<file path="config.mk">
export PLATFORM = sky130hd
export DESIGN_NAME = tap_tempo_averager_core
export DESIGN_NICKNAME = d
export VERILOG_FILES = /design/src/hdl/tta_pkg.sv /design/src/hdl/tta_ctrl.sv /design/src/hdl/tta_datapath.sv /design/src/hdl/tap_tempo_averager_core.sv
export SDC_FILE = /design/constraint.sdc
export NUM_CORES = 1
export LEC_CHECK = 0
export ABC_AREA = 1
export BUFFER_PORTS_ARGS = -buffer_cell sky130_fd_sc_hd__buf_2
export CAP_MARGIN = 20
export CORE_MARGIN = 1.5
export CORE_UTILIZATION = 55
export DETAILED_ROUTE_END_ITERATION = 8
export PLACE_DENSITY_LB_ADDON = 0.15
export REMOVE_ABC_BUFFERS = 1
export SYNTH_ARGS = -nofsm -noshare
export SYNTH_HDL_FRONTEND = slang
export SYNTH_SLANG_ARGS = --single-unit
</file>
<file path="constraint.sdc">
create_clock -name clk -period 2.9 [get_ports clk]
set_input_delay 0.58 -clock clk [delete_from_list [all_inputs] [get_ports clk]]
set_output_delay 0.58 -clock clk [all_outputs]
set_load 0.05 [all_outputs]
</file>
<file path="src/hdl/tta_pkg.sv">
// Shared types and constants for the tap tempo averager.
`timescale 1ns / 1ps

package tta_pkg;

  localparam int TIME_W = 32;
  localparam int INTERVAL_W = 16;
  localparam int TEMPO_W = 20;
  localparam int FRAC_W = 4;
  localparam int S_TDATA_W = 32;
  localparam int M_TDATA_W = 24;
  localparam int CFG_IDX_W = 1;
  localparam int CFG_DATA_W = 16;
  localparam int MIN_VALID_TAPS = 4;

  localparam logic [CFG_IDX_W-1:0] REG_MIN_INTERVAL = 1'd0;
  localparam logic [CFG_IDX_W-1:0] REG_MAX_INTERVAL = 1'd1;

  localparam logic [INTERVAL_W-1:0] MIN_INTERVAL_RESET = 16'd50;
  localparam logic [INTERVAL_W-1:0] MAX_INTERVAL_RESET = 16'd2000;

  typedef struct packed {
    logic accept;
    logic eval;
    logic div_start;
    logic div_step;
    logic load_out;
  } tta_cmd_t;

  typedef struct packed {
    logic selected;
    logic in_window;
    logic enough;
    logic div_done;
  } tta_status_t;

endpackage

</file>
<file path="src/hdl/tta_ctrl.sv">
// Controller state machine that sequences one tap through the datapath.
`timescale 1ns / 1ps

module tta_ctrl
  import tta_pkg::*;
(
  input  logic        clk,
  input  logic        rst,
  input  logic        s_tvalid,
  output logic        s_tready,
  output logic        m_tvalid,
  input  logic        m_tready,
  input  tta_status_t status,
  output tta_cmd_t    cmd
);

  localparam logic [1:0] ST_IDLE = 2'd0;
  localparam logic [1:0] ST_EVAL = 2'd1;
  localparam logic [1:0] ST_DIV  = 2'd2;
  localparam logic [1:0] ST_DONE = 2'd3;

  logic [1:0] state;
  logic [1:0] state_next;
  logic       out_valid;
  logic       out_free;

  assign s_tready = (state == ST_IDLE);
  assign m_tvalid = out_valid;
  assign out_free = !out_valid || m_tready;

  always_comb begin
    state_next = state;
    cmd = '0;
    case (state)
      ST_IDLE: begin
        if (s_tvalid) begin
          cmd.accept = 1'b1;
          state_next = ST_EVAL;
        end
      end
      ST_EVAL: begin
        cmd.eval = 1'b1;
        if (status.selected && status.in_window && status.enough) begin
          cmd.div_start = 1'b1;
          state_next = ST_DIV;
        end else begin
          state_next = ST_IDLE;
        end
      end
      ST_DIV: begin
        if (status.div_done) begin
          state_next = ST_DONE;
        end else begin
          cmd.div_step = 1'b1;
        end
      end
      ST_DONE: begin
        if (out_free) begin
          cmd.load_out = 1'b1;
          state_next = ST_IDLE;
        end
      end
      default: begin
        state_next = ST_IDLE;
      end
    endcase
  end

  always_ff @(posedge clk) begin
    if (rst) begin
      state <= ST_IDLE;
      out_valid <= 1'b0;
    end else begin
      state <= state_next;
      if (cmd.load_out) begin
        out_valid <= 1'b1;
      end else if (m_tready) begin
        out_valid <= 1'b0;
      end
    end
  end

endmodule

</file>
<file path="src/hdl/tta_datapath.sv">
// Datapath: timestamp, interval window, ring of intervals, running sum and serial divider.
`timescale 1ns / 1ps

module tta_datapath
  import tta_pkg::*;
#(
  parameter int RING_DEPTH = 8
) (
  input  logic                  clk,
  input  logic                  rst,
  input  logic [S_TDATA_W-1:0]  s_tdata,
  input  logic [0:0]            s_tuser,
  input  logic                  cfg_valid,
  input  logic [CFG_IDX_W-1:0]  cfg_index,
  input  logic [CFG_DATA_W-1:0] cfg_data,
  input  tta_cmd_t              cmd,
  output tta_status_t           status,
  output logic [M_TDATA_W-1:0]  m_tdata
);

  localparam int SLOT_W = $clog2(RING_DEPTH);
  localparam int CNT_W = $clog2(RING_DEPTH + 1);
  localparam int SUM_W = INTERVAL_W + $clog2(RING_DEPTH);
  localparam int Q_W = SUM_W + FRAC_W;
  localparam int STEP_W = $clog2(Q_W + 1);

  logic [INTERVAL_W-1:0] min_interval;
  logic [INTERVAL_W-1:0] max_interval;
  logic [TIME_W-1:0]     last_tap_time;
  logic [TIME_W-1:0]     gap;
  logic                  selected;
  logic [INTERVAL_W-1:0] ring [RING_DEPTH];
  logic [SLOT_W-1:0]     write_slot;
  logic [CNT_W-1:0]      valid_count;
  logic [CNT_W-1:0]      count_next;
  logic [SUM_W-1:0]      interval_sum;
  logic [INTERVAL_W-1:0] old_entry;
  logic                  full;
  logic [Q_W-1:0]        quot;
  logic [CNT_W-1:0]      rem;
  logic [CNT_W:0]        rem_shift;
  logic [CNT_W:0]        rem_diff;
  logic [STEP_W-1:0]     steps;
  logic [TEMPO_W-1:0]    tempo;

  assign full = (valid_count == CNT_W'(RING_DEPTH));
  assign count_next = full ? valid_count : valid_count + 1'b1;
  assign old_entry = full ? ring[write_slot] : '0;

  assign status.selected = selected;
  assign status.in_window = (gap > TIME_W'(min_interval)) && (gap < TIME_W'(max_interval));
  assign status.enough = (count_next >= CNT_W'(MIN_VALID_TAPS));
  assign status.div_done = (steps == '0);

  assign rem_shift = {rem, quot[Q_W-1]};
  assign rem_diff = rem_shift - {1'b0, valid_count};

  assign m_tdata = {{(M_TDATA_W - TEMPO_W){1'b0}}, tempo};

  always_ff @(posedge clk) begin
    if (rst) begin
      min_interval <= MIN_INTERVAL_RESET;
      max_interval <= MAX_INTERVAL_RESET;
    end else if (cfg_valid) begin
      case (cfg_index)
        REG_MIN_INTERVAL: min_interval <= cfg_data;
        REG_MAX_INTERVAL: max_interval <= cfg_data;
        default: ;
      endcase
    end
  end

  always_ff @(posedge clk) begin
    if (rst) begin
      last_tap_time <= '0;
      write_slot <= '0;
      valid_count <= '0;
      interval_sum <= '0;
      steps <= '0;
    end else begin
      if (cmd.accept) begin
        last_tap_time <= s_tdata[TIME_W-1:0];
      end
      if (cmd.eval && selected) begin
        if (status.in_window) begin
          valid_count <= count_next;
          interval_sum <= interval_sum - SUM_W'(old_entry) + SUM_W'(gap[INTERVAL_W-1:0]);
          write_slot <= (write_slot == SLOT_W'(RING_DEPTH - 1)) ? '0 : write_slot + 1'b1;
        end else begin
          valid_count <= '0;
          interval_sum <= '0;
          write_slot <= '0;
        end
      end
      if (cmd.div_start) begin
        steps <= STEP_W'(Q_W);
      end else if (cmd.div_step) begin
        steps <= steps - 1'b1;
      end
    end
  end

  always_ff @(posedge clk) begin
    if (cmd.accept) begin
      gap <= s_tdata[TIME_W-1:0] - last_tap_time;
      selected <= s_tuser[0];
    end
    if (cmd.eval && selected && status.in_window) begin
      ring[write_slot] <= gap[INTERVAL_W-1:0];
    end
    if (cmd.div_start) begin
      quot <= {interval_sum - SUM_W'(old_entry) + SUM_W'(gap[INTERVAL_W-1:0]), {FRAC_W{1'b0}}};
      rem <= '0;
    end else if (cmd.div_step) begin
      if (!rem_diff[CNT_W]) begin
        rem <= rem_diff[CNT_W-1:0];
        quot <= {quot[Q_W-2:0], 1'b1};
      end else begin
        rem <= rem_shift[CNT_W-1:0];
        quot <= {quot[Q_W-2:0], 1'b0};
      end
    end
    if (cmd.load_out) begin
      tempo <= quot[TEMPO_W-1:0];
    end
  end

endmodule

</file>
<file path="src/hdl/tap_tempo_averager_core.sv">
// Top level of the tap tempo averager: controller and datapath.
//
// Each transaction on the s_ channel is one tap: s_tdata carries the 32-bit
// millisecond timestamp and s_tuser flags that the delay effect is selected.
// The timestamp is always recorded. For a selected tap the interval since the
// previous tap is checked against the open window set by the two configuration
// registers; a good interval enters the ring, a bad one clears it. Once four or
// more intervals are held, the average interval goes out on the m_ channel as
// an unsigned Q16.4 value, truncated.
// A tap that gives no result goes back to idle after its evaluation; one that
// does passes through the bit-serial divider, which retires one quotient bit
// per cycle. One tap is processed at a time.
// The output register holds a result until it is taken; while the receiver
// stalls, the next tap is still accepted and worked on, and its result waits
// in the divider until the output register is free.
// Reset restores the window to 50 and 2000 ms and empties the ring.
// The configuration channel is always ready and should be written while idle.
`timescale 1ns / 1ps

module tap_tempo_averager_core
  import tta_pkg::*;
#(
  parameter int RING_DEPTH = 8
) (
  input  logic                  clk,
  input  logic                  rst,
  input  logic                  s_tvalid,
  output logic                  s_tready,
  input  logic [S_TDATA_W-1:0]  s_tdata,   // [31:0] tap_time
  input  logic [0:0]            s_tuser,   // [0] delay_selected
  output logic                  m_tvalid,
  input  logic                  m_tready,
  output logic [M_TDATA_W-1:0]  m_tdata,   // [19:0] tempo, [23:20] zero
  input  logic                  cfg_valid,
  output logic                  cfg_ready,
  input  logic [CFG_IDX_W-1:0]  cfg_index,
  input  logic [CFG_DATA_W-1:0] cfg_data
);

  tta_cmd_t    cmd;
  tta_status_t status;

  assign cfg_ready = 1'b1;

  tta_ctrl u_ctrl (
    .clk      (clk),
    .rst      (rst),
    .s_tvalid (s_tvalid),
    .s_tready (s_tready),
    .m_tvalid (m_tvalid),
    .m_tready (m_tready),
    .status   (status),
    .cmd      (cmd)
  );

  tta_datapath #(
    .RING_DEPTH (RING_DEPTH)
  ) u_datapath (
    .clk       (clk),
    .rst       (rst),
    .s_tdata   (s_tdata),
    .s_tuser   (s_tuser),
    .cfg_valid (cfg_valid),
    .cfg_index (cfg_index),
    .cfg_data  (cfg_data),
    .cmd       (cmd),
    .status    (status),
    .m_tdata   (m_tdata)
  );

endmodule
</file>
======== Yosys cells after proc, flatten, opt, wreduce, memory -nomap -nowiden ========
Memory sizes are Yosys's and may differ from the RTL's. A register that Yosys moved wholly into a read port is not among the register bits.
Index checks and enable logic that the tools add are counted.
Widths: inputs -> output; s select.
word-level totals
  flip-flop bits (word level) ............. 178
  memory bits (writable) .................. 128
  input bits .............................. 55
  output and inout bits ................... 27
  word-level logic and storage cells ...... 82
  memories kept ........................... 1
operators by class
  add/subtract/negate cells ............... 7
  order comparisons ....................... 3
  equality and inequality tests ........... 8
  multiplexer cells ....................... 31
  bitwise gates (word level) .............. 1
  reductions and logical operators ........ 15
memory list
  name             depth  width  rd ports  clocked after Yosys merged registers in  write ports  line                RTL
  u_datapath.ring  8      16     1         1                                        1            tta_datapath.sv:32  logic [INTERVAL_W-1:0] ring [RING_DEPTH];
operator list
  kind                 number
  $mux 23              2
  $gt 32x16->1         1
  $lt 32x16->1         1
  $sub 32x32->32       1
  $add 19x16->19       1
  $mux 19              1
  $sub 19x16->19       1
  $mux 16              1
  $mux 1               12
  $mux 3               4
  $mux 4               3
  $mux 2               5
  $mux 5               2
  $pmux 2 s4           1
  $logic_and 1x1->1    5
  $logic_not 5->1      1
  $sub 5x1->5 const B  1
  $sub 5x4->5          1
  $add 4x1->4 const B  1
  $eq 2x2->1 const B   2
  $eq 4x4->1 const B   1
  $ge 4x3->1 const B   1
  $ne 2x2->1 const B   2
  $reduce_and 2->1     2
  other kinds (11)     12

======== Logic depth before layout (Yosys ltp) ========
Gate-level depths: netlist (run 1).
  depth in word-level cells ............... 10
  depth in mapped cells ................... 23
  mapped depth without buffers ............ 22

======== Cells and area by module ========
A second synthesis (run 1) with hierarchy kept.
second synthesis, totals
  cell total of the unflattened synthesis .. 1,760
  area total of the unflattened synthesis .. 16,082.9 um^2
modules (own cells, without submodules)
  module                   times used  cells each  area an instance (um^2)  seq. area each (um^2)
  tta_datapath             1           1,726       15,885.2                 8,127.8
  tta_ctrl                 1           32          186.4                    60.1
  tap_tempo_averager_core  1           2           11.3                     0.0

======== Least setup slack after synthesis (run 1) ========
No wires, ideal clock.
  kind .................................... flip-flop to flip-flop
  start point ............................. register (tool-made name)
  end point ............................... register u_datapath.quot[18] (data pin)
  library setup time ...................... 252 ps
  arrival time ............................ 2,943 ps
  data required time ...................... 2,648 ps
  slack ................................... -295 ps
  stages on the path, launching flop included .. 20
  path buffers ............................ 2
  clock period less this slack ............ 3,195 ps
  cell sequence ........................... dfxtp_1 -> clkbuf_1 -> inv_2 -> clkbuf_1 -> nor2_1 -> o22ai_1 -> o21ai_0 -> a31oi_1 -> fa_1 -> fa_1 -> inv_1 -> nand3_1 -> nand3_1 -> nand2_1 -> nand2_1 -> nand3_1 -> nand3_1 -> nand2_1 -> nand2_1 -> nand2_1
RTL lines
  item                    line                 RTL
  end signal: assignment  tta_datapath.sv:112  quot <= {interval_sum - SUM_W'(old_entry) + SUM_W'(gap[INTERVAL_W-1:0]), {FRAC_W{1'b0}}};
  end signal: assignment  tta_datapath.sv:117  quot <= {quot[Q_W-2:0], 1'b1};
  end signal: assignment  tta_datapath.sv:120  quot <= {quot[Q_W-2:0], 1'b0};
  end: declaration        tta_datapath.sv:39   logic [Q_W-1:0] quot;

==> metrics.md, run 1 <==
| Metric | Value |
|---|---|
| Status | finished, violations left |
| Failing checks | negative setup slack |
| Worst-case clock buffer depth | 3 |
| P&R area growth vs syn | 27.0% |
| Initial antenna violation count | 0 |
| Synthesized area | 15,800 um2 |
| Ys flop type | edfxtp_1 |
| Crit start category | flop |
| Avg Inst Size Synth | 8.92 um2 |
| Fmax | 316 MHz |
| EDFF count, synth | 200 |
| Top cells by count, synth | nand2_1, inv_1, edfxtp_1, nor2_1, o21ai_0 |
| Fin crit share | 1.09 |
| Core box area | 28,100 um2 |
| Drt via density | 5.42 |
| Cell taking the most area after synthesis | edfxtp_1 |
| Vias in the first global route | 12,900 |
| Critical path class | reg2reg |
| Clock Skews | 0.0248 ns |
| H-tree depth | 2 |
| Critical path required time | 3.17 ns |
| Die X | 173 um |
| Diode count | 0 |
| Final min period | 3.16 ns |
| Cell Rows | 61 |
| NetSw | 0.00367 W |
| Top cells by area, synth | edfxtp_1, dfxtp_1, nand2_1 |
| Final net count | 2,137 |
| Maxcap violations | 0 |
| # setup viols final | 28 |
| Die area | 29,800 um2 |
| RePlAce Congestion | 0.945 |
| Register bit count reported by yosys | 309 |
| Hold WC Path Type | in2reg |
| Gr ovfl total | 0 |
| TritonCTS Sinks | 309 |
| Critical path's slowest cell | fa_1 |
| Switching share of total power | 0.292 |
| Drt first pass iters | 8 |
| Crit path top cell by count | nand2_1 |
| RSZ-0062 raised after global routing | yes |
| CP max FO | 13 |
| Multi-input gate area | 7620 um2 |
| DR iter-0 viols | 779 |
| Element type at the critical path end | flop |
| Int Pwr | 0.00890 W |
| CP Data Arrival Time | 3.43 ns |
| Count leader, synth | nand2_1 |
| IO Pins | 82 |
| Slew Limit Fails | 0 |
| GRT Util Overall | 0.266 |
| Reg area | 8200 um2 |
| Wire per inst | 17.0 um |
| CTS buffer count | 35 |
| CTS clock-pin slew for the worst setup and hold paths | 0.06 ns |
| Port buffer count | 76 |
| Number of routed nets with antenna violations | 0 |
| P per Cell Area | 625 nW/um2 |
| Setup WS post-layout | -0.261 ns |
| Sequential-to-total area share from yosys stat | 0.517 |
| Pin count of the biggest net entering global routing | 68 |
| Post-route DRC | 0 |
| Cells after synthesis | 1,776 |
| Clk pwr share | 0.355 |
| Starting Density | 0.564 |
| Clock latency on the worst-skew pair | 0.52 ns |
| Family with the most delay on the worst path | adder cells |
| Final WL | 40,300 um |
| Synth top area share | 0.379 |
| Layout cell share with drive strength beyond 1 | 0.247 |
| Reg power frac | 0.404 |
| Synth Warn # | 0 |
| Die Y | 173 um |
| Fillers | 2,097 |
| Fin util | 0.717 |
| Netlist cell types | 40 |
| Vias | 12,900 |
| Critical-path cell list | inv_6 > buf_12 > buf_4 > o21ai_2 > o22ai_2 > o21ai_2 > a31oi_2 > fa_1 > inv_2 > ha_4 > a21oi_4 > nand2_1 > inv_2 > buf_4 > nand2_2 > xor2_2 > nand2_1 > nand2_1 |
| Least-Margin Pin Slew | 0.731 ns |
| Logic pwr share | 0.241 |
| Async set or reset register ratio after synthesis | 0 |
| Critical path buffers and inverters | 6 |
| Worst IR drop on VDD | 0.465 mV |
| Slowest stage delay, CP | 0.52 ns |
| Final Hold Fails | 0 |
| Lkg Pwr | 8.17 nW |
| Placed Area | 17,500 um2 |
| CTS tree | built |
| DP HPWL | 27,900 um |
| First-pass GRT wire length | 63,900 um |
| Rel. slew slack | 0.512 |
| Clock Tree Root | clkbuf_16 |
| Final instance area | 20,100 um2 |
-- cells in the final DEF, fill, tap and decap left out, types with 5 or more instances in the layout --
cell type and count:
nand2_1 281, inv_1 206, edfxtp_1 200, nor2_1 168, a21oi_1 129, o21ai_0 126
buf_4 108, dfxtp_1 106, buf_2 76, ha_1 74, clkbuf_16 36, o21ai_1 35
nand2_2 34, nand3_1 32, xor2_1 30, o21ai_2 26, inv_2 24, nor2_2 20
a21oi_2 19, buf_12 19, fa_1 17, o211ai_1 15, ha_4 15, nand4_1 14
nor2_4 12, nand3_2 11, nor3_1 10, a31oi_2 10, clkbuf_1 9, buf_6 9
o22ai_2 8, a21o_1 7, nand3_4 7, o22ai_1 7, a21oi_4 7, nand2_4 7
xnor2_1 6, o21a_1 5, conb_1 5
-- power groups by stage --
stage	Combinational (W)	Clock [W]	Sequential, W
after detailed placement	0.00231	0	0.00521
after global routing	0.00335	0.00469	0.00510
after floorplan	0.00150	0	0.00518
after CTS	0.00262	0.00453	0.00512
after global placement	0.00227	0	0.00521
final	0.00303	0.00447	0.00508
-- flip-flops by register name (all words and copies together), names as in the netlist, named ones only --
| register | count |
|---|---|
| u_datapath.gap | 32 |
| u_datapath.steps | 5 |
| u_datapath.interval_sum | 19 |
| u_ctrl.m_tvalid | 1 |
| u_datapath.rem | 4 |
| u_datapath.valid_count | 4 |
| u_datapath.selected | 1 |
| u_datapath.tempo | 20 |
| u_datapath.write_slot | 3 |
| u_datapath.quot | 23 |
| u_datapath.min_interval | 16 |
| u_datapath.max_interval | 16 |
| u_ctrl.state | 1 |
| u_datapath.ring | 128 |
| u_datapath.last_tap_time | 32 |
-- per-stage QoR --
step / instances / hold WS [ns] / setup slack [ns] / TNS, ns / total power (W)
2_1_floorplan: 1719 / 0.427 / -1.46 / -64.82 / 0.00668
3_3_place_gp: 2289 / 0.438 / -0.468 / -9.75 / 0.00748
3_5_place_dp: 2289 / 0.443 / -0.495 / -10.49 / 0.00752
4_1_cts: 2367 / 0.237 / -0.240 / -5.16 / 0.0123
5_1_grt: 2378 / 0.244 / -0.408 / -9.11 / 0.0131
6_report: 2378 / 0.255 / -0.261 / -4.69 / 0.0126
-- cells by family after synthesis --
logic type / synth area share
compound gates: 0.139
xor+xnor: 0.0216
fa+ha+maj: 0.0938
buf+inv: 0.0725
flops: 0.517
other cells: 0.000474
simple gates: 0.156
-- metal layers --
metal / wire [um] / global-route usage
met5: 0 / 0
met4: 1800 / 0.113
met3: 1850 / 0.0308
met2: 20000 / 0.470
met1: 16600 / 0.333
-- final timing paths --
kind | start | endpoint | slack, ns | cells past startpoint
worst max-delay path | flop | u_datapath.quot[15] | -0.26 | 18
worst min-delay path | s_tuser | u_datapath.selected | 0.26 | 1
worst max register to register | flop | u_datapath.quot[15] | -0.26 | 18
worst min register to register | u_datapath.quot[4] | u_datapath.tempo[4] | 0.46 | 0
-- layout make-up --
cell class / count / area share
Clock buffer: 48 / 0.0479
Timing Repair Buffer: 218 / 0.0887
Sequential cell: 309 / 0.407
Tap cell: 378 / 0.0235
Inverter: 234 / 0.0444
Multi-Input combinational cell: 1176 / 0.379
Clock inverter: 15 / 0.00994
-- repair_timing --
item | 4_1_cts | 5_1_grt
hold buffers | 0 | 0
pin swaps | 77 | 80
gates resized for setup | 167 | 186
endpoints found under the hold margin | 0 | 0
setup endpoints to repair | 34 | 140
buffers inserted | 12 | 14
cloned | 4 | 1
(Power assumes the default switching activity.)
==> run 2: changes to the inputs <==
--- a/config.mk
+++ b/config.mk
@@ -8,11 +8,11 @@
 export ABC_AREA = 1
 export BUFFER_PORTS_ARGS = -buffer_cell sky130_fd_sc_hd__buf_2
 export CAP_MARGIN = 20
-export CORE_MARGIN = 1.5
 export CORE_UTILIZATION = 55
 export DETAILED_ROUTE_END_ITERATION = 8
 export PLACE_DENSITY_LB_ADDON = 0.15
 export REMOVE_ABC_BUFFERS = 1
+export SETUP_SLACK_MARGIN = 0.05
 export SYNTH_ARGS = -nofsm -noshare
 export SYNTH_HDL_FRONTEND = slang
 export SYNTH_SLANG_ARGS = --single-unit
==> metrics.md, run 2 (synthesis results as in run 1) <==
| Metric | Value |
|---|---|
| Status | finished, violations left |
| Failing checks | negative setup slack |
| P per Cell Area | 624 nW/um2 (-0.13%) |
| Die Y | 172 um (-0.58%) |
| Starting Density | 0.564 (unchanged) |
| CP Data Arrival Time | 3.43 ns (about the same) |
| Slew Limit Fails | 0 (unchanged) |
| Critical path required time | 3.16 ns (about the same) |
| IO Pins | 82 (unchanged) |
| Wire per inst | 17.2 um (+1.7%) |
| Vias in the first global route | 12,700 (-1.6%) |
| Worst-case clock buffer depth | 3 (unchanged) |
| R2R setup slack | -0.26 ns (about the same) |
| Lkg Pwr | 8.17 nW (about the same) |
| Hold_buf cts | 0 (unchanged) |
| Placed Area | 17,500 um2 (about the same) |
| Die area | 29,500 um2 (-1.2%) |
| P&R area growth vs syn | 26.9% |
| Final net count | 2,145 (+0.37%) |
| Final Hold Fails | 0 (unchanged) |
| Max reg flops | 128 (unchanged) |
| Initial antenna violation count | 0 (unchanged) |
| H-tree depth | 2 (unchanged) |
| Commonest non-fill, non-tap cell in the layout | nand2_1 |
| CP max FO | 7 (-6) |
| Critical path class | reg2reg |
| TritonCTS Sinks | 309 (unchanged) |
| Fmax | 316 MHz (-0.10%) |
| Port buffer count | 76 (unchanged) |
| Worst IR drop on VDD | 0.522 mV (+12%) |
| First-pass GRT wire length | 63,000 um (-1.5%) |
| Maxcap violations | 0 (unchanged) |
| # setup viols final | 31 (+11%) |
| Final min period | 3.16 ns (+0.00326 ns) |
| Core box area | 28,100 um2 (unchanged) |
| Slowest stage delay, CP | 0.46 ns (-0.06 ns) |
| Critical path buffers and inverters | 3 (-3) |
| Number of routed nets with antenna violations | 0 (unchanged) |
| Crit path to | u_datapath.quot[13] |
| WP depth | 16 (-2) |
| GRT Util Overall | 0.276 (+0.00944) |
| Setup WS post-layout | -0.265 ns (-0.00326 ns) |
| RSZ-0062 raised after global routing | yes |
| Drt first pass iters | 5 (-3) |
| Most frequent cells in the layout | nand2_1, inv_1, edfxtp_1 |
| Rel. slew slack | 0.356 (-0.157) |
| Hold WC Path Type | in2reg |
| Post-route DRC | 0 (unchanged) |
| Crit start category | flop |
| Multi-input gate area | 7530 um2 (-1.2%) |
| CTS clock-pin slew for the worst setup and hold paths | 0.06 ns (about the same) |
| R2R cell count | 16 (-2) |
| Critical-path cell list | inv_6 > buf_4 > nor2_1 > o22ai_2 > o21ai_1 > a31oi_2 > fa_1 > inv_2 > ha_4 > nand2_1 > nand2_2 > a21oi_2 > nand3_4 > xor2_1 > nand2_1 > o21ai_1 |
| Critical path's slowest cell | fa_1 |
| Fin crit share | 1.09 (+0.00112) |
| DR iter-0 viols | 895 (+15%) |
| Fillers | 2,099 (+0.095%) |
| Clock Skews | 0.0177 ns (-0.00718 ns) |
| Fin util | 0.716 (-0.00102) |
| Reg area | 8200 um2 (about the same) |
| DP HPWL | 28,100 um (+1.0%) |
| Cell Rows | 61 (unchanged) |
| Vias | 13,000 (+0.86%) |
| Hold Startpoint | s_tuser |
| Diode count | 0 (unchanged) |
| Clock latency on the worst-skew pair | 0.53 ns (about the same) |
| Die X | 172 um (-0.58%) |
| Drt via density | 5.45 (+0.48%) |
| CTS tree | built |
| Most flop-heavy register | u_datapath.ring |
| CTS buffer count | 35 (unchanged) |
| Layout cell share with drive strength beyond 1 | 0.244 (-0.00260) |
| Final instance area | 20,100 um2 (-0.14%) |
| Final WL | 41,200 um (+2.1%) |
| Gr ovfl total | 0 (unchanged) |
| Regs by FF count | u_datapath.ring x128, u_datapath.gap x32, u_datapath.last_tap_time x32 |
| Reg2reg end | u_datapath.quot[13] |
| Pin count of the biggest net entering global routing | 68 (unchanged) |
| Least-Margin Pin Slew | 0.965 ns (+0.235 ns) |
| Element type at the critical path end | flop |
| RePlAce Congestion | 0.939 (-0.67%) |
| Clock Tree Root | clkbuf_16 |
| Family with the most delay on the worst path | compound AO/OA/AOI/OAI gates |
run 2: cell types whose count changed in the layout (fill, tap and decap cells not counted), moves of 3 or more:
cell      before  now
o21ai_1       35   52
o21ai_0      126  115
buf_6          9   17
nor2_1       168  173
o21ai_2       26   21
a21oi_1      129  133
buf_12        19   15
nor2_4        12    8
a21oi_2       19   16
clkbuf_8       4    1
inv_2         24   27
run 2: how the worst min path moves through the flow:
stage          slack (ns)                   end  depth (start not counted)
2_1_floorplan        0.43  u_datapath.tempo[10]                          0
3_3_place_gp         0.43   u_datapath.tempo[6]                          0
3_5_place_dp         0.44  u_datapath.tempo[10]                          0
4_1_cts              0.22   u_datapath.selected                          1
5_1_grt              0.22   u_datapath.selected                          1
6_report             0.24   u_datapath.selected                          1
run 2: power breakdown:
group / switching, W / internal (W)
logic: 0.00175 / 0.00121
registers: 0.000131 / 0.00496
clock network: 0.00180 / 0.00268
total: 0.00368 / 0.00886
run 2: layout make-up:
| type | count | share of cell area |
|---|---|---|
| Inverter | 234 | 0.0441 |
| Timing Repair Buffer | 226 | 0.0924 |
| Tap cell | 378 | 0.0235 |
| Clock buffer | 47 | 0.0474 |
| Multi-Input combinational cell | 1176 | 0.375 |
| Sequential cell | 309 | 0.408 |
| Clock inverter | 17 | 0.0104 |
run 2: worst reg2reg max path, stage by stage (launching register included):
cell	delay (ns)
dfxtp_4	0.41
inv_6	0.10
buf_4	0.16
nor2_1	0.06
o22ai_2	0.21
o21ai_1	0.11
a31oi_2	0.21
fa_1	0.46
inv_2	0.09
ha_4	0.22
nand2_1	0.08
nand2_2	0.08
a21oi_2	0.20
nand3_4	0.12
xor2_1	0.18
nand2_1	0.14
o21ai_1	0.09
run 2: what timing repair did:
action                     CTS  global route
setup endpoints to repair   51           163
buffers inserted            14            15
cloned                       1             2
resized for setup          167           177
pin swaps                   60            67
run 2: through the flow:
| stage | total power, W | TNS [ns] | setup WS [ns] | cells | hold WS (ns) |
|---|---|---|---|---|---|
| floorplan | 0.00668 | -64.82 | -1.46 | 1719 | 0.427 |
| global placement | 0.00748 | -10.05 | -0.517 | 2292 | 0.434 |
| detailed placement | 0.00753 | -11.50 | -0.605 | 2292 | 0.436 |
| CTS | 0.0123 | -4.05 | -0.231 | 2370 | 0.219 |
| global route | 0.0131 | -10.55 | -0.501 | 2387 | 0.224 |
| finish | 0.0125 | -5.35 | -0.265 | 2387 | 0.240 |
run 2: per-layer routing:
layer  vias up  track usage  wire (um)
li1       6386            -          -
met1      6160        0.336      17000
met2       364        0.493      21000
met3        98       0.0377       1750
met4         0        0.107       1420
met5         -            0          0
==> run 3: changes to the inputs <==
--- a/config.mk
+++ b/config.mk
@@ -6,10 +6,12 @@
 export NUM_CORES = 1
 export LEC_CHECK = 0
 export ABC_AREA = 1
-export BUFFER_PORTS_ARGS = -buffer_cell sky130_fd_sc_hd__buf_2
 export CAP_MARGIN = 20
+export CORE_ASPECT_RATIO = 0.9
+export CORE_MARGIN = 4
 export CORE_UTILIZATION = 55
 export DETAILED_ROUTE_END_ITERATION = 8
+export DONT_BUFFER_PORTS = 1
 export PLACE_DENSITY_LB_ADDON = 0.15
 export REMOVE_ABC_BUFFERS = 1
 export SETUP_SLACK_MARGIN = 0.05
==> metrics.md, run 3 (synthesis results as in run 1) <==
| Metric | Value |
|---|---|
| Status | finished, violations left |
| Failing checks | negative setup slack |
| Starting Density | 0.563 (-0.00140) |
| IO Pins | 82 (unchanged) |
| Lkg Pwr | 7.81 nW (-4.4%) |
| Most flop-heavy register | u_datapath.ring |
| Maxcap violations | 0 (unchanged) |
| RePlAce Congestion | 0.894 (-4.8%) |
| GRT Util Overall | 0.248 (-0.0276) |
| Regs by FF count | u_datapath.ring x128, u_datapath.gap x32, u_datapath.last_tap_time x32 |
| P per Cell Area | 622 nW/um2 (-0.32%) |
| Worst IR drop on VDD | 0.502 mV (-3.9%) |
| Drt via density | 5.57 (+2.2%) |
| Vias in the first global route | 12,700 (+0.26%) |
| Max reg flops | 128 (unchanged) |
| First-pass GRT wire length | 63,700 um (+1.1%) |
| TritonCTS Sinks | 309 (unchanged) |
| Diode count | 0 (unchanged) |
| Hold WC Path Type | in2reg |
| Die Y | 169 um (-1.6%) |
| Clock Skews | 0.0147 ns (-0.00292 ns) |
| Cell Rows | 58 (-4.9%) |
| Critical-path cell list | inv_6 > clkbuf_16 > o21ai_0 > o22ai_1 > o21ai_1 > a31oi_2 > fa_1 > inv_2 > ha_4 > buf_4 > nand3_1 > nor2_1 > nor2_1 > nand2_1 > nand2_1 > nand2_2 > buf_4 > nand2_1 > a21oi_2 |
| Crit path top cell by count | nand2_1 |
| P&R area growth vs syn | 24.0% |
| DP HPWL | 27,900 um (-0.93%) |
| Worst-case clock buffer depth | 3 (unchanged) |
| Wire per inst | 17.7 um (+2.9%) |
| Fmax | 317 MHz (+0.30%) |
| CP Data Arrival Time | 3.57 ns (+0.14 ns) |
| CTS tree | built |
| Worst hold slack | 0.135 ns (-0.105 ns) |
| Pre-CTS worst setup slack | -0.467 ns (+0.138 ns) |
| CP max FO | 6 (-1) |
| R2R cell count | 19 (+3) |
| Gr ovfl total | 0 (unchanged) |
| Final WL | 40,400 um (-1.9%) |
| Worst Hold Depth | 1 (unchanged) |
| R2R setup slack | -0.26 ns (about the same) |
| Initial antenna violation count | 0 (unchanged) |
| RSZ-0062 raised after global routing | yes |
| Final net count | 2,056 (-4.1%) |
| Port buffer count | 0 (-100%) |
| Clock Tree Root | clkbuf_16 |
| Least-Margin Pin Slew | 0.670 ns (-0.295 ns) |
| Critical path required time | 3.31 ns (+0.15 ns) |
| CTS buffer count | 34 (-2.9%) |
| Commonest non-fill, non-tap cell in the layout | nand2_1 |
| Number of routed nets with antenna violations | 0 (unchanged) |
| Element type at the critical path end | flop |
| Die area | 31,600 um2 (+7.1%) |
| DR iter-0 viols | 701 (-22%) |
| Clock latency on the worst-skew pair | 0.52 ns (about the same) |
| Die X | 187 um (+8.8%) |
| Most frequent cells in the layout | nand2_1, inv_1, edfxtp_1 |
| Slowest stage delay, CP | 0.53 ns (+0.07 ns) |
| Critical path's slowest cell | fa_1 |
| Crit start category | flop |
| Min-Delay Endpoint | u_datapath.interval_sum[5] |
| # setup viols final | 29 (-6.5%) |
| Drt first pass iters | 5 (unchanged) |
| Final Hold Fails | 0 (unchanged) |
| Slew Limit Fails | 0 (unchanged) |
| Core box area | 28,200 um2 (+0.25%) |
| Critical path class | reg2reg |
| Vias | 12,700 (-2.5%) |
| Rel. slew slack | 0.550 (+0.195) |
| Final min period | 3.16 ns (-0.00959 ns) |
| Pin count of the biggest net entering global routing | 62 (-8.8%) |
| Reg2reg end | u_datapath.interval_sum[15] |
| Fin crit share | 1.09 (-0.00331) |
| Setup WS post-layout | -0.255 ns (+0.00959 ns) |
| Hold_buf cts | 0 (unchanged) |
| Layout cell share with drive strength beyond 1 | 0.214 (-0.0300) |
| H-tree depth | 2 (unchanged) |
| Hold Startpoint | rst |
| CTS clock-pin slew for the worst setup and hold paths | 0.07 ns (about the same) |
| Post-route DRC | 0 (unchanged) |
[run 3: cell types whose count changed in the layout (fill, tap and decap cells not counted), sizes merged]
cell | previous run | this run
inv | 235 | 234
clkinv | 10 | 12
clkinvlp | 2 | 3
buf | 224 | 137
bufinv | 4 | 2
clkbuf | 49 | 44
[run 3: where the power goes]
group          switching, W  internal [W]
Clock               0.00174       0.00244
Sequential         0.000128       0.00496
Combinational       0.00174       0.00122
Total               0.00360       0.00862
[run 3: how the worst max path moves through the flow]
stage / from / end / slack, ns / cells after the start
after CTS: flop / u_datapath.interval_sum[12] / -0.21 / 17
after floorplan: flop / u_datapath.quot[18] / -1.46 / 17
after global placement: flop / u_datapath.quot[22] / -0.47 / 18
final: flop / u_datapath.interval_sum[15] / -0.26 / 19
after detailed placement: flop / u_datapath.quot[22] / -0.47 / 18
after global routing: flop / u_datapath.quot[21] / -0.42 / 18
[run 3: timing repair]
item / in CTS / in global routing
hold endpoints to repair: 0 / 0
pin swaps: 64 / 64
buffers inserted: 8 / 13
gates cloned: 4 / 1
endpoints found under the setup margin: 162 / 120
gates resized for setup: 197 / 159
[run 3: per-layer routing]
layer,GRT usage,part of all wire
met1,0.314,0.42
met2,0.440,0.51
met3,0.0447,0.050
met4,0.0720,0.023
met5,0,0
[run 3: area by class of cell]
type / count / area [um2]
clock buffer: 43 / 926
clock inverter: 17 / 143
fill: 2132 / 8500
inverter: 234 / 891
multi-input combinational: 1176 / 7610
sequential: 309 / 8200
tap: 360 / 450
timing repair buffer: 138 / 1440
[run 3: stage by stage]
step                      setup TNS, ns  power [W]  utilization  cell area, um2  std cells
after floorplan                  -64.82    0.00668            -           15600       1719
after global placement            -7.35    0.00749        0.607           17100       2190
after detailed placement          -8.87    0.00753        0.607           17100       2190
after CTS                         -3.57     0.0120        0.674           19000       2262
after global routing              -8.55     0.0128        0.698           19700       2277
final                             -4.56     0.0122        0.698           19700       2277
[run 3: critical path, delay by kind of cell (launching register included)]
family / cells / cell delay [ns]
compound gates: 5 / 0.69
fa+ha+maj: 2 / 0.79
buf+inv: 5 / 0.55
flops: 1 / 0.43
simple gates: 7 / 0.60
